==> src/rtl/cfp_pkg.sv <==
// shared types and constants of the circumcircle block
`default_nettype none

package cfp_pkg;

    // field widths of a result beat
    localparam int CENTRE_W = 32;
    localparam int RADIUS_W = 42;

    // largest radius code
    localparam logic [RADIUS_W-1:0] RADIUS_MAX = {RADIUS_W{1'b1}};

    // control that travels with each item from cell to cell
    typedef struct packed {
        logic valid;
    } t_link;

endpackage

`default_nettype wire

==> src/rtl/cfp_div_cell.sv <==
// one restoring division step: brings in one numerator bit, yields one quotient bit
`default_nettype none

module cfp_div_cell #(
    parameter int NUM_W  = 40,
    parameter int DEN_W  = 27,
    parameter int SIDE_W = 8
) (
    input  wire                 i_clk,
    input  wire                 i_rst_n,
    input  wire                 i_en,
    input  cfp_pkg::t_link      i_link,
    input  wire [DEN_W-1:0]     i_rem,
    input  wire [NUM_W-1:0]     i_numq,
    input  wire [DEN_W-1:0]     i_den,
    input  wire [SIDE_W-1:0]    i_side,
    output cfp_pkg::t_link      o_link,
    output logic [DEN_W-1:0]    o_rem,
    output logic [NUM_W-1:0]    o_numq,
    output logic [DEN_W-1:0]    o_den,
    output logic [SIDE_W-1:0]   o_side
);
    import cfp_pkg::*;

    t_link              r_link;
    logic [DEN_W:0]     w_trial;
    logic [DEN_W:0]     w_diff;
    logic               w_ge;
    logic [DEN_W-1:0]   n_rem;
    logic [NUM_W-1:0]   n_numq;

    // partial remainder with the next numerator bit shifted in
    assign w_trial = {i_rem, i_numq[NUM_W-1]};
    assign w_diff  = w_trial - {1'b0, i_den};
    assign w_ge    = (w_trial >= {1'b0, i_den});

    // subtract when it fits, quotient bit enters at the bottom
    always_comb begin
        n_rem  = w_ge ? w_diff[DEN_W-1:0] : w_trial[DEN_W-1:0];
        n_numq = {i_numq[NUM_W-2:0], w_ge};
    end

    // control
    always_ff @(posedge i_clk) begin
        if (!i_rst_n) begin
            r_link.valid <= 1'b0;
        end else if (i_en) begin
            r_link <= i_link;
        end
    end

    // payload
    always_ff @(posedge i_clk) begin
        if (i_en) begin
            o_rem  <= n_rem;
            o_numq <= n_numq;
            o_den  <= i_den;
            o_side <= i_side;
        end
    end

    assign o_link = r_link;

endmodule

`default_nettype wire

==> config.mk <==
export PLATFORM = sky130hd
export DESIGN_NAME = cfp_div_cell
export DESIGN_NICKNAME = d
export VERILOG_FILES = /design/src/rtl/cfp_pkg.sv /design/src/rtl/cfp_div_cell.sv
export SDC_FILE = /design/constraint.sdc
export NUM_CORES = 1
export LEC_CHECK = 0
export BUFFER_PORTS_ARGS = -buffer_cell sky130_fd_sc_hd__buf_4
export CELL_PAD_IN_SITES_DETAIL_PLACEMENT = 0
export CELL_PAD_IN_SITES_GLOBAL_PLACEMENT = 1
export CORE_MARGIN = 10
export CORE_UTILIZATION = 30
export CTS_BUF_LIST = sky130_fd_sc_hd__clkbuf_4 sky130_fd_sc_hd__clkbuf_8
export DETAILED_ROUTE_END_ITERATION = 10
export MAX_ROUTING_LAYER = met4
export PLACE_DENSITY_LB_ADDON = 0.1
export SYNTH_ARGS = -nofsm -noshare
export SYNTH_HDL_FRONTEND = slang
export SYNTH_SLANG_ARGS = --single-unit
==> constraint.sdc <==
create_clock -name i_clk -period 4.54 [get_ports i_clk]
set_clock_uncertainty 0.2 [all_clocks]
set_input_delay 0.454 -clock i_clk [delete_from_list [all_inputs] [get_ports i_clk]]
set_output_delay 0.454 -clock i_clk [all_outputs]
set_load 0.1 [all_outputs]
==> out/metrics.yaml <==
status: "complete, no violations"
ctsRootBufferMaster: "clkbuf_8"
yosys.area.top_type_share: 0.627
antenna_cells: 0
crit_required_ns: 4.48
via_per_inst: 4.61
drt_iter0_drc: 239
grt_usage: 0.136
area_growth_pct: 41.1
final.setup.tns_ns: 0
max_freq_ghz: 0.304
ys_ff_latch: 103
hold_violations: 0
ys_types: 56
wirelength_um: 14900
fin_util: 0.433
p_per_area_nw_per_um2: 433
dieArea_sq_um: 21800
post_cts_resized: 0
async_flop_share: 0
relSlewSlack: 0.456
drive_gt1_frac: 0.385
synth_nets: 525
cts_tree: "done"
grt_antenna_before_repair: 0
cap_violations: 0
yosys-top-cells-count: "102 x edfxtp_1, 45 x nand2_1, 37 x o21ai_0"
synth-seq-area-share: 0.631
hp-class: "input pin to register"
crit_path_max_fanout: 51
port_buffers: 208
r2r-start: "o_link"
clk_latency_ns: 0.37
ant_nets: 0
cts_htree_levels: 3
clock_path_buffers: 2
via_count: 3808
slew_viol_final: 0
hpwl_um: 12000
post_cts_buffers: 0
worst_pin_slew_ns: 0.816
synth_edf_count: 102
ys_top_cells_by_area: "edfxtp_1 63%, ha_1 6.9%, o21ai_0 3.8%"
leakage_uw: 0.00296
ctsHoldBuffers: 0
worstPathArrival_ns: 3.23
r2r_cells: 2
rows: 46
layout_min_cycle_time_ns: 3.29
syn_area_sq_um: 4890
yosysTopAreaCell: "edfxtp_1"
post_drt_wl_per_cell_um: 18.1
holdPathStages: 1
whs_ns: 0.0479
critPathKind: "input pin to register"
cts.reportedPaths.clkPinSlew_ns: 0.10
setup_viol: 0
endpoint_kind: "register"
hold-path-endpoint: "o_numq[29]"
core_area_sq_um: 15900
grt_pass1_vias: 3832
synthFlopType: "edfxtp_1"
p_total_uw: 2990
nets: 739
worst_r2r_endpoint: "o_link"
ios: 209
finalWeightedCongestion: 0.813
grt-ovfl-total: 0
start_util: 0.306
cts_sinks: 103
fin_crit_sh: 0.725
syn_inst: 391
yosysMostFrequentCell: "edfxtp_1"
grt_pass1_wl_um: 22300
dr.pass1.iters: 4
die_x_um: 148
die_h_um: 148
yosysWarnings: 0
startpoint_type: "input pin"
grt_start_max_net_pins: 52
cts_buffers: 9
ir_worst_vdd_v: 0.000196
min_from: "i_numq[28]"
syn_avg_cell_area_sq_um: 12.5
r2r_slack_ns: 3.72
rsz0062_at_grt: "false"
drc: 0
-- sequential cells by signal, summed over array words and instances, names as in the netlist --
name,count
o_den,27
o_link,1
o_numq,40
o_rem,27
o_side,8
-- cell usage in the layout (no fill, tap or decap), drive strengths merged, types with 3 or more instances in the layout --
cell,n
edfxtp,102
ha,27
a21o,4
nor3,5
clkinv,3
and4,3
xnor2,12
nand4,4
o21bai,3
nand3,4
nand2b,3
nand2,45
clkbuf,9
xor2,8
a21oi,26
nor2b,4
buf,210
inv,39
o21ai,40
nor2,16
a211oi,7
-- critical path, cell delays in order --
cell and delay [ns]:
buf_4 0.11, ha_1 0.39, a211oi_1 0.34, o21ai_1 0.15, o21ai_0 0.28, o31ai_1 0.14
o2111ai_1 0.17, and3_2 0.75, inv_2 0.13, mux2_2 0.30
-- worst max-delay path by stage --
stage | from | endpoint | slack [ns] | cells after the start
2_1_floorplan | i_numq[39] | o_rem[4] | 1.56 | 12
3_3_place_gp | i_rem[14] | o_rem[4] | 0.93 | 10
3_5_place_dp | i_den[13] | o_rem[4] | 0.80 | 11
4_1_cts | i_rem[14] | o_rem[25] | 1.21 | 11
5_1_grt | i_den[13] | o_rem[25] | 0.89 | 12
6_report | i_rem[14] | o_rem[4] | 1.25 | 10
-- area by class of cell --
cell class | count | area [sq um]
Fill cell | 1545 | 9050
Inverter | 36 | 135
Multi-Input combinational cell | 245 | 1630
Clock buffer | 9 | 124
Tap cell | 216 | 270
Clock inverter | 7 | 78.8
Sequential cell | 103 | 3080
Timing Repair Buffer | 210 | 1580
-- stage by stage --
step | instances | worst slack [ns] | cell area, sq um
floorplan | 391 | 1.56 | 4890
detailed placement | 810 | 0.802 | 6690
finish | 826 | 1.25 | 6900
CTS | 826 | 1.21 | 6900
global placement | 810 | 0.935 | 6690
global route | 826 | 0.893 | 6900
-- logic make-up (layout without fill, tap and decap cells) --
family,Yosys count,in the layout,share of synthesized area
mux,2,2,0.00435
buf+inv,43,262,0.0361
fa+ha+maj,28,28,0.0732
simple gates,91,91,0.0855
flops,103,103,0.631
xor+xnor,20,20,0.0359
compound gates,104,104,0.134
-- report_power, final --
group          internal (uW)  switching, uW  total, uW
Combinational            277            914       1190
Clock                    263            348        611
Sequential              1160           26.9       1190
Total                   1700           1290       2990
-- per-layer routing --
metal  wire length [um]  track usage
met1               6780        0.170
met5                  0            -
met2               6710        0.205
met4                168       0.0387
met3               1260       0.0446
Power figures use the tool's default switching activity.
