===== config.mk =====
export PLATFORM = sky130hd
export DESIGN_NAME = cfp_sqrt_cell
export DESIGN_NICKNAME = d
export VERILOG_FILES = /design/src/rtl/cfp_pkg.sv /design/src/rtl/cfp_sqrt_cell.sv
export SDC_FILE = /design/constraint.sdc
export NUM_CORES = 1
export LEC_CHECK = 0
export BUFFER_PORTS_ARGS = -buffer_cell sky130_fd_sc_hd__buf_4
export CAP_MARGIN = 10
export CORE_ASPECT_RATIO = 0.8
export CORE_MARGIN = 3
export CORE_UTILIZATION = 43
export CTS_CLUSTER_SIZE = 8
export DETAILED_ROUTE_END_ITERATION = 7
export MAX_ROUTING_LAYER = met4
export PLACE_DENSITY_LB_ADDON = 0.08
export SYNTH_ARGS = -nofsm -noshare
export SYNTH_HDL_FRONTEND = slang
export SYNTH_SLANG_ARGS = --single-unit

===== constraint.sdc =====
create_clock -name i_clk -period 3.25 [get_ports i_clk]
set_input_delay 0.325 -clock i_clk [delete_from_list [all_inputs] [get_ports i_clk]]
set_output_delay 0.325 -clock i_clk [all_outputs]
set_load 0.005 [all_outputs]

===== src/rtl/cfp_pkg.sv =====
// shared types and constants of the circumcircle block
`default_nettype none

package cfp_pkg;

    // field widths of a result beat
    localparam int CENTRE_W = 32;
    localparam int RADIUS_W = 42;

    // largest radius code
    localparam logic [RADIUS_W-1:0] RADIUS_MAX = {RADIUS_W{1'b1}};

    // control that travels with each item from cell to cell
    typedef struct packed {
        logic valid;
    } t_link;

endpackage

`default_nettype wire


===== src/rtl/cfp_sqrt_cell.sv =====
// one restoring square root step: takes two radicand bits, yields one root bit
`default_nettype none

module cfp_sqrt_cell #(
    parameter int ROOT_W = 45,
    parameter int SIDE_W = 8
) (
    input  wire                     i_clk,
    input  wire                     i_rst_n,
    input  wire                     i_en,
    input  cfp_pkg::t_link          i_link,
    input  wire [2*ROOT_W-1:0]      i_rad,
    input  wire [ROOT_W-1:0]        i_root,
    input  wire [ROOT_W:0]          i_rem,
    input  wire [SIDE_W-1:0]        i_side,
    output cfp_pkg::t_link          o_link,
    output logic [2*ROOT_W-1:0]     o_rad,
    output logic [ROOT_W-1:0]       o_root,
    output logic [ROOT_W:0]         o_rem,
    output logic [SIDE_W-1:0]       o_side
);
    import cfp_pkg::*;

    localparam int RAD_W = 2 * ROOT_W;

    t_link              r_link;
    logic [ROOT_W+2:0]  w_acc;
    logic [ROOT_W+2:0]  w_test;
    logic [ROOT_W+2:0]  w_diff;
    logic               w_ge;
    logic [ROOT_W:0]    n_rem;
    logic [ROOT_W-1:0]  n_root;
    logic [RAD_W-1:0]   n_rad;

    // remainder with the next bit pair, against 4*root+1
    assign w_acc  = {i_rem, i_rad[RAD_W-1 -: 2]};
    assign w_test = {1'b0, i_root, 2'b01};
    assign w_diff = w_acc - w_test;
    assign w_ge   = (w_acc >= w_test);

    always_comb begin
        n_rem  = w_ge ? w_diff[ROOT_W:0] : w_acc[ROOT_W:0];
        n_root = {i_root[ROOT_W-2:0], w_ge};
        n_rad  = {i_rad[RAD_W-3:0], 2'b00};
    end

    // control
    always_ff @(posedge i_clk) begin
        if (!i_rst_n) begin
            r_link.valid <= 1'b0;
        end else if (i_en) begin
            r_link <= i_link;
        end
    end

    // payload
    always_ff @(posedge i_clk) begin
        if (i_en) begin
            o_rad  <= n_rad;
            o_root <= n_root;
            o_rem  <= n_rem;
            o_side <= i_side;
        end
    end

    assign o_link = r_link;

endmodule

`default_nettype wire


==> metrics.md, run 1 <==
| Metric | Value |
|---|---|
| Status | finished clean |
| Critical path class | input port to flip-flop |
| Worst path cell trace | buf_4, inv_1, ha_1, nand3_1, o21bai_1, a21oi_1, o21ai_2, a211oi_1, o2111ai_1, nand3_1, a2111oi_2, a221o_1 |
| CP Launch Type | input port |
| Simple-Gate Fraction of Synth Area | 0.08187 |
| Hold_buf cts | 0 |
| Clk Latency, worst-skew pair | between 0.4 and 0.5 ns |
| Xor/xnor share of the synthesized area | 0.03879 |
| Max clock buf depth | 2 |
| Post-Syn Area per Cell | about 12 sq um |
| CTS buffer count | 17 |
| Critical R2R Launch | o_link$_SDFFE_PN0P_ |
| Adder-Cell Fraction of Synth Area | 0.06511 |
| WL/cell | between 15 and 20 um |
| Post-synth top cells | 187 x edfxtp_1, 75 x nand2_1, 62 x inv_1 |
| Total power | roughly 6.6 mW |
| DR iter-0 viols | about 630 |
| Initial core utilization | 0.4471 |
| Nets | about 1.4k |
| Critical path's top delay family | compound AO/OA/AOI/OAI gates |
| Hold Crit Start | i_side[7] |
| Critical Path RT | roughly 3.4 ns |
| Crit-path most repeated cell | nand3_1 |
| Hold Violations, Final | 0 |
| Worst slew pin tran | roughly 0.67 ns |
| Count leader, synth | edfxtp_1 |
| Largest net degree at the start of global routing | 81 |
| Row cnt | 46 |
| First-pass GRT wire length | 40,240 um |
| Die span in x | about 170 um |
| I/O Pins | around 380 |
| Minimum clock period | 2.730 ns |
| Final setup violating endpoints | 0 |
| Fin crit share | 0.8401 |
| CTS tree | yes |
| Clock H-tree levels | 4 |
| Max-cap violation count | 0 |
| Unique cell type count in the Yosys netlist | 61 |
| Most used DFF post-synth | edfxtp_1 |
| Worst R2R End | o_link$_SDFFE_PN0P_ |
| Compound-Gate Fraction of Synth Area | 0.1484 |
| Drt via density | between 5 and 6 |
| Final WL | 26,830 um |
| Critical path depth | 12 |
| Ant diodes | 0 |
| PD cells | roughly 500 mW/mm^2 |
| Multiplexer share of the synthesized area | 0.001108 |
| CP bufs+invs | 2 |
| Crit-path slowest cell | a211oi_1 |
| Final HPWL DP | ~21,000 um |
| DRT Pass-1 Iters | 5 |
| HP Class | input port to flip-flop |
| Core Region | roughly 0.020 sq mm |
| CP peak stage delay | between 0.4 and 0.5 ns |
| Post-CTS sizing | 0 |
| Initial antenna violation count | 0 |
| Flops & latches, synth | between 150 and 200 |
| Critical path endpoint category | flip-flop |
| GRT Resource Usage Total | 0.2366 |
| Register area share after synthesis | 0.6239 |
| Main combinational cell family by area after synthesis | compound AO/OA/AOI/OAI gates |
| Clk root buf | clkbuf_16 |
| Min-Delay Endpoint | o_side[7]$_DFFE_PP_ |
| Leakage | 5.699 nW |
| Layout cells sized above 1 | 0.3961 |
| Yosys top cell by area | edfxtp_1 |
| Ys Warns | 0 |
| Vias | about 7k |
| Setup TNS | 0 ns |
| Synth area leaders | edfxtp_1 62%, ha_1 6.5%, o21ai_0 3.3%, nand2_1 3.1%, a21oi_1 2.8% |
| Ys async rst share | 0 |
| Mapped Area | roughly 0.009 sq mm |
| Port Buf Inserts | 380 |
| Die area | 0.02279 sq mm |
| Synth-to-Final Area Change | 41.89% |
| Drt drc | 0 |
| Num Clock Sinks | 188 |
| DRT antenna net count | 0 |
| FMAX | between 0.3 and 0.4 GHz |
| Clock transition at the registers of the reported paths | 0.08 ns |
| Post-Layout Cell Count | between 1k and 1.5k |
| Crit path DAT | 2.91 ns |
| Number of global-route vias before repair | between 6k and 7k |
| Number of synthesized flops with an enable pin | 187 |
| Post-CTS setup buffer count | 0 |
| Peak VDD IR | ~320 uV |
| Final Max Slew Viols | 0 |
| Overflow left after global routing | 0 |
| CP max FO | 5 |
| Worst rel slew slack | 0.5540 |
| Vert. Die Dim | roughly 140 um |
| Reg2Reg Depth | 2 |
| Yosys top cell area share | 0.6217 |
| Clock Skew | 0 ns |
| Cells after DPL | around 1.4k |
| Final RePlAce weighted congestion | ~0.85 |
| Cell count after synthesis | between 700 and 800 |
| RSZ-0062 raised after global routing | false |
| Hold Crit Depth | 1 |
| Reg2reg setup slack | roughly 2.7 ns |
-- cells in the final DEF (no fill, tap or decap), types with 2 or more instances in the layout --
cell type    n
nand2b_1     5
clkinv_8     3
o41ai_2      2
o21ai_1      8
and3_1       9
a21oi_1     51
inv_6        2
xnor2_1     27
a21oi_2      2
inv_1       62
nor3_1       4
nand3_1      9
a2111oi_2    2
clkbuf_16   17
nor2_1      33
inv_8        4
o31ai_1      4
a31oi_1      4
a21o_2       2
nor3_2       2
nor2b_1      4
buf_12       3
a211o_1      4
edfxtp_1   187
o21ai_0     59
clkinv_4     3
nand4_1      7
conb_1       2
a21o_1      23
xor2_1      13
ha_1        47
o21a_1       6
buf_4      389
a221oi_1     4
a21boi_1     2
and4_1       5
o21bai_1    13
a211oi_1     4
inv_2        2
nand2_1     75
-- power by group --
part	switching, mW	internal, mW	total (mW)
Sequential	0.0688	2.97	3.04
Clock	1.03	1.03	2.05
Combinational	0.732	0.739	1.47
Total	1.83	4.73	6.56
-- how the worst max path moves through the flow --
| stage | start | end | slack (ns) |
|---|---|---|---|
| 2_1_floorplan | i_root[26] | o_rem[42]$_DFFE_PP_ | 0.67 |
| 3_3_place_gp | i_root[3] | o_rem[42]$_DFFE_PP_ | 0.13 |
| 3_5_place_dp | i_root[3] | o_rem[42]$_DFFE_PP_ | 0.13 |
| 4_1_cts | i_root[3] | o_rem[42]$_DFFE_PP_ | 0.59 |
| 5_1_grt | i_root[2] | o_rem[21]$_DFFE_PP_ | 0.34 |
| 6_report | i_root[3] | o_rem[42]$_DFFE_PP_ | 0.52 |
-- registers in the layout, summed over array words and instances, names as in the netlist --
name and flops:
o_side 8, o_link 1, o_rem 46, o_rad 88, o_root 45
-- routing by layer --
metal | track usage | share of wire
met1 | 0.3129 | 0.44
met2 | 0.3795 | 0.49
met3 | 0.05718 | 0.063
met4 | 0.04453 | 0.012
met5 | - | 0
-- metrics by stage --
stage / hold WS [ns] / worst slack (ns) / utilization / area [sq um]
5_1_grt: 0.03301 / 0.3424 / 0.6344 / 12820
6_report: 0.05204 / 0.5196 / 0.6344 / 12820
4_1_cts: 0.04079 / 0.5887 / 0.6344 / 12820
2_1_floorplan: 0.4239 / 0.6691 / - / 9036
3_5_place_dp: 0.5044 / 0.1306 / 0.6057 / 12240
3_3_place_gp: 0.5029 / 0.1251 / 0.6057 / 12240
-- cells by family (layout without fill, tap and decap cells) --
logic type / after synthesis / count (layout)
AO/OA/AOI/OAI: 205 / 205
flip-flops: 188 / 188
AND/OR/NAND/NOR: 159 / 159
buffers and inverters: 86 / 489
adder cells (fa/ha/maj): 47 / 47
XOR/XNOR: 40 / 40
other: 1 / 2
multiplexers: 1 / 1
-- layout make-up --
type,instances,area (sq um)
fillers,1663,7386
flip-flops and latches,188,5635
multi-input cells,454,3037
repair buffers,393,2994
clock buffers,18,429.2
well taps,264,330.3
inverters,64,240.2
clock inverters,14,150.1
Note: power is estimated with default switching activity, not from simulation.
==> inputs of run 2 (changes only) <==
--- a/config.mk
+++ b/config.mk
@@ -5,6 +5,7 @@
 export SDC_FILE = /design/constraint.sdc
 export NUM_CORES = 1
 export LEC_CHECK = 0
+export ABC_AREA = 1
 export BUFFER_PORTS_ARGS = -buffer_cell sky130_fd_sc_hd__buf_4
 export CAP_MARGIN = 10
 export CORE_ASPECT_RATIO = 0.8
==> constraint.sdc (replaced) <==
create_clock -name i_clk -period 2.2 [get_ports i_clk]
set_input_delay 0.22 -clock i_clk [delete_from_list [all_inputs] [get_ports i_clk]]
set_output_delay 0.22 -clock i_clk [all_outputs]
set_load 0.005 [all_outputs]
==> metrics.md, run 2 <==
| Metric | Value |
|---|---|
| Clock transition at the registers of the reported paths | 0.08 ns |
| Total power | between 10 and 15 mW |
| DRT Pass-1 Iters | 5 |
| Final HPWL DP | a little under 30,000 um |
| Yosys top cell by area | edfxtp_1 |
| DRT antenna net count | 0 |
| Dpl ws | -0.2134 ns |
| Biggest regs | o_rad x88, o_rem x46, o_root x45 |
| Final setup violating endpoints | 0 |
| Most used DFF post-synth | edfxtp_1 |
| Register area share after synthesis | 0.5318 |
| Minimum clock period | about 2.1 ns |
| Clock H-tree levels | 4 |
| Flops & latches, synth | about 190 |
| Critical path class | input port to flip-flop |
| Layout cells sized above 1 | 0.2996 |
| Most frequent cells in the layout | 482 x buf_4, 415 x nand2_1, 271 x inv_1 |
| Hold Crit Depth | 3 |
| Yosys top cell area share | 0.5299 |
| Leakage | 8.554 nW |
| Overflow left after global routing | 0 |
| Unique cell type count in the Yosys netlist | 33 |
| WL met1 | roughly 17,000 um |
| Vias | roughly 10k |
| Count leader, synth | nand2_1 |
| Reg with most FFs | o_rad |
| Number of global-route vias before repair | roughly 10k |
| Initial core utilization | 0.4446 |
| Post-synth top cells | 415 x nand2_1, 272 x inv_1, 187 x edfxtp_1 |
| Ys async rst share | 0 |
| FMAX | 0.4726 GHz |
| Peak VDD IR | just under 500 uV |
| Ys Warns | 0 |
| CP Launch Type | input port |
| Largest net degree at the start of global routing | between 40 and 50 |
| Post-Syn Area per Cell | about 8.6 sq um |
| Drt via density | 4.700 |
| Max clock buf depth | 2 |
| Core Region | approximately 0.024 sq mm |
| HP Class | input port to flip-flop |
| # fillers | 1,922 |
| Final Max Slew Viols | 0 |
| Max-cap violation count | 0 |
| Status | finished clean |
| Vert. Die Dim | 146.4 um |
| Mapped Area | around 0.011 sq mm |
| Met3 WL post-DR | 2316 um |
| Final RePlAce weighted congestion | roughly 0.96 |
| Port Buf Inserts | 380 |
| Critical Path RT | 2.40 ns |
| RSZ-0062 raised after global routing | false |
| Hold Violations, Final | 0 |
| I/O Pins | roughly 380 |
| First-pass GRT wire length | between 50,000 and 60,000 um |
| Die area | around 0.027 sq mm |
| Crit path DAT | 2.31 ns |
| Setup TNS | 0 ns |
| Drt drc | 0 |
| Synth area leaders | edfxtp_1 53%, nand2_1 15%, inv_1 9.6%, ha_1 5.5%, nor2_1 2.7% |
| Max Used Layer | met4 |
| CP max FO | 11 |
| Clk Latency, worst-skew pair | approximately 0.45 ns |
| Most common cell after layout, fill and taps aside | buf_4 |
| Max reg flops | between 80 and 90 |
| WL/cell | about 18 um |
| Row cnt | 50 |
| Nets | roughly 2.1k |
| Worst setup margin | roughly 0.084 ns |
| Final WL | 38,880 um |
| Reg2Reg Depth | 2 |
| DR iter-0 viols | ~710 |
| Clk root buf | clkbuf_16 |
| Worst slew pin tran | around 0.50 ns |
| PD cells | 621.1 mW/mm^2 |
| Num Clock Sinks | approximately 190 |
| Number of synthesized flops with an enable pin | between 150 and 200 |
| Synth-to-Final Area Change | 58.41% |
| Fin crit share | 0.9618 |
| Die span in x | 181.5 um |
| Worst rel slew slack | 0.6613 |
| Initial antenna violation count | 1 |
| CTS tree | yes |
| Cell count after synthesis | about 1.2k |
| GRT Resource Usage Total | 0.2883 |
| CTS buffer count | 17 |
| Critical path endpoint category | flip-flop |
| Detail Route met2 WL | 18,140 um |
| Clock Skew | 0 ns |
run 2: cell count changes after synthesis, sizes merged, moves of 6 or more:
cell	before	now
nand2	76	420
inv	64	276
nand3	10	66
nor2	33	85
o21ai	68	26
a21oi	54	27
xnor2	27	1
a21o	25	0
nand4	7	31
xor2	13	24
and3	9	1
o21bai	13	5
o21a	6	0
run 2: where the power goes:
group          total, mW  internal (mW)  switching (mW)
clock network       3.08           1.60            1.47
registers           4.47           4.36           0.113
logic               2.88           1.46            1.42
total               10.4           7.42            3.00
run 2: through the flow:
stage	cell area, sq um	utilization	hold WS (ns)	cells
finish	16790	0.7043	0.07051	2199
global route	16790	0.7043	0.07287	2199
CTS	16630	0.6978	0.03083	2192
detailed placement	14650	0.6147	0.3993	2019
global placement	14650	0.6147	0.3980	2019
floorplan	10600	-	0.3135	1232
run 2: what timing repair did:
item,CTS,global route
resized for setup,0,4
endpoints found under the setup margin,0,46
endpoints found under the hold margin,141,0
hold buffers,141,0
setup buffers,0,1
run 2: critical path, stage by stage:
cell and delay [ns]:
dlygate4sd3_1 0.54, buf_4 0.14, inv_2 0.06, ha_4 0.22, nand3_1 0.07, and3_1 0.14
nand2_1 0.07, a21oi_1 0.12, buf_4 0.14, nand4_4 0.10, buf_12 0.17, buf_12 0.15
nand2_1 0.08, o21ai_1 0.08
run 2: layout make-up:
| cell class | count | area [sq um] | area share |
|---|---|---|---|
| repair buffers | 638 | 5335 | 0.3178 |
| inverters | 276 | 1036 | 0.06172 |
| clock inverters | 12 | 132.6 | 0.007901 |
| well taps | 312 | 390.4 | 0.02326 |
| clock buffers | 20 | 436.7 | 0.02601 |
| diodes | 1 | 2.502 | 0.0001491 |
| flip-flops and latches | 188 | 5635 | 0.3357 |
| multi-input cells | 752 | 3817 | 0.2274 |
run 2: cell families (layout without fill, tap and decap cells):
group           count (synthesis)  after routing  share of synthesized area
compound gates                 58             58                    0.02893
fa+ha+maj                      47             47                    0.05550
xor+xnor                       25             25                    0.02066
simple gates                  620            620                     0.2526
flops                         188            188                     0.5318
buf+inv                       292            946                     0.1102
other cells                     1              3                  0.0003539
run 2: worst paths after layout:
path                                          start                   to  slack [ns]
worst min register to register  o_link$_SDFFE_PN0P_  o_link$_SDFFE_PN0P_        0.62
worst min-delay path                        i_rst_n  o_link$_SDFFE_PN0P_        0.07
worst max register to register  o_link$_SDFFE_PN0P_  o_link$_SDFFE_PN0P_        1.48
worst max-delay path                     i_root[43]  o_rem[23]$_DFFE_PP_        0.08
run 2: routing by layer:
metal,global-route usage,vias to the layer above
li1,-,5167
met1,0.3781,4773
met2,0.4583,340
met3,0.05878,55
met4,0.08184,0
met5,-,-
==> inputs of run 3 (changes only) <==
--- a/config.mk
+++ b/config.mk
@@ -15,6 +15,7 @@
 export DETAILED_ROUTE_END_ITERATION = 7
 export MAX_ROUTING_LAYER = met4
 export PLACE_DENSITY_LB_ADDON = 0.08
+export REMOVE_ABC_BUFFERS = 1
 export SYNTH_ARGS = -nofsm -noshare
 export SYNTH_HDL_FRONTEND = slang
 export SYNTH_SLANG_ARGS = --single-unit
==> metrics.md, run 3 (synthesis gave the netlist of run 2 again) <==
| Metric | Value |
|---|---|
| Hold_ws | slightly below 0.04 ns |
| Row cnt | 50 |
| Critical Path RT | ~2.4 ns |
| Synth-to-Final Area Change | 56.51% |
| Reg with most FFs | o_rad |
| Max-cap violation count | 0 |
| Ant diodes | 0 |
| Initial core utilization | 0.4446 |
| Final Max Slew Viols | 0 |
| CTS buffer count | 17 |
| Clk Latency, worst-skew pair | 0.44 ns |
| Final RePlAce weighted congestion | 0.9761 |
| Vert. Die Dim | approximately 150 um |
| Leakage | ~8.4 nW |
| GRT Resource Usage Total | 0.2916 |
| Vias | around 10k |
| Peak VDD IR | ~500 uV |
| CTS tree | yes |
| FMAX | 0.4992 GHz |
| Max clock buf depth | 2 |
| DRT Pass-1 Iters | 5 |
| Register area | 0.005635 sq mm |
| RSZ-0062 raised after global routing | false |
| Post-CTS sizing | 0 |
| Final instance area | roughly 0.017 sq mm |
| Fin crit share | 0.9105 |
| Placed cell areas | roughly 0.015 sq mm |
| First-pass GRT wire length | around 58,000 um |
| WL met1 | around 17,000 um |
| Clock H-tree levels | 4 |
| Die area | around 0.027 sq mm |
| Initial antenna violation count | 0 |
| Overflow left after global routing | 0 |
| CP max FO | 28 |
| Minimum clock period | around 2 ns |
| Most common cell after layout, fill and taps aside | buf_4 |
| Nets | 2,098 |
| Met3 WL post-DR | approximately 1900 um |
| Final setup violating endpoints | 0 |
| Footprint of the multi-input gates | ~0.0038 sq mm |
| Max reg flops | 88 |
| CP Launch Type | input port |
| Die span in x | ~180 um |
| Biggest regs | o_rad x88, o_rem x46, o_root x45 |
| Most frequent cells in the layout | 475 x buf_4, 415 x nand2_1, 272 x inv_1 |
| # fillers | ~1.9k |
| WL/cell | roughly 17 um |
| Clock Skew | 0 ns |
| Final HPWL DP | roughly 29,000 um |
| Core Region | 0.02384 sq mm |
| HP Class | input port to flip-flop |
| DR iter-0 viols | ~590 |
| Clock transition at the registers of the reported paths | 0.08 ns |
| PD cells | 629.0 mW/mm^2 |
| Detail Route met2 WL | 18,080 um |
| Critical path endpoint category | flip-flop |
| Clk root buf | clkbuf_16 |
| Final WL | roughly 38,000 um |
| Number of global-route vias before repair | 10.14k |
| Worst slew pin tran | 0.5624 ns |
| Num Clock Sinks | around 190 |
| Hold Violations, Final | 0 |
| Critical path class | input port to flip-flop |
| DRT antenna net count | 0 |
| Max Used Layer | met4 |
| Largest net degree at the start of global routing | 58 |
| Port Buf Inserts | 380 |
| Layout cells sized above 1 | 0.2940 |
| Status | finished clean |
| Drt via density | 4.677 |
| Drt drc | 0 |
| Crit path DAT | around 2.2 ns |
| Worst rel slew slack | 0.6251 |
| I/O Pins | 383 |
run 3: changes by cell type in the layout (fill, tap and decap cells not counted), moves of 2 or more:
cell        previous run  this run
buf_12                 9         7
buf_4                482       475
clkbuf_1               3         1
clkbuf_16             21        17
clkinv_4               3         1
clkinv_8               1         4
clkinvlp_4             0         2
run 3: critical path, cell delays in order:
cell	delay (ns)
buf_4	0.09
inv_1	0.03
ha_1	0.35
nand2_1	0.09
nand2_1	0.10
nand2_1	0.08
nand2_1	0.08
nand2_1	0.07
nand2_1	0.06
a21oi_1	0.38
nand4_4	0.20
buf_12	0.22
nand3_1	0.14
nand2_1	0.07
run 3: report_power, final:
group / switching [mW] / total, mW / internal [mW]
clock network: 1.55 / 3.18 / 1.63
registers: 0.108 / 4.46 / 4.36
logic: 1.39 / 2.78 / 1.40
run 3: worst paths after layout:
kind                          to  cells after the start  slack (ns)                 from
min          o_link$_SDFFE_PN0P_                      3        0.04              i_rst_n
min reg2reg  o_link$_SDFFE_PN0P_                      2        0.56  o_link$_SDFFE_PN0P_
max          o_rem[29]$_DFFE_PP_                     14        0.20           i_root[31]
max reg2reg  o_link$_SDFFE_PN0P_                      2        1.55  o_link$_SDFFE_PN0P_
run 3: layer usage:
metal,vias to the layer above,track usage
met5,-,-
met1,4690,0.3819
met3,46,0.04085
li1,5135,-
met2,339,0.4811
met4,0,0.07613
run 3: layout make-up:
class | instances | share of cell area
well taps | 312 | 0.02354
repair buffers | 623 | 0.3088
clock buffers | 18 | 0.02588
multi-input cells | 752 | 0.2290
clock inverters | 14 | 0.01056
inverters | 276 | 0.06247
flip-flops and latches | 188 | 0.3398
run 3: repair_timing:
item,in CTS,in global routing
setup buffers,0,0
hold buffers,140,0
hold endpoints to repair,140,0
run 3: metrics by stage:
stage               worst slack, ns    util  std cells  setup TNS (ns)  power (mW)
floorplan                   -0.4671       -       1216          -20.76       5.559
global route                0.09336  0.6958       2183               0       10.92
finish                       0.1969  0.6958       2183               0       10.43
CTS                          0.2577  0.6958       2183               0       10.47
detailed placement          -0.2250  0.6117       2011          -7.247       7.077
global placement            -0.1940  0.6117       2011          -5.942       7.047
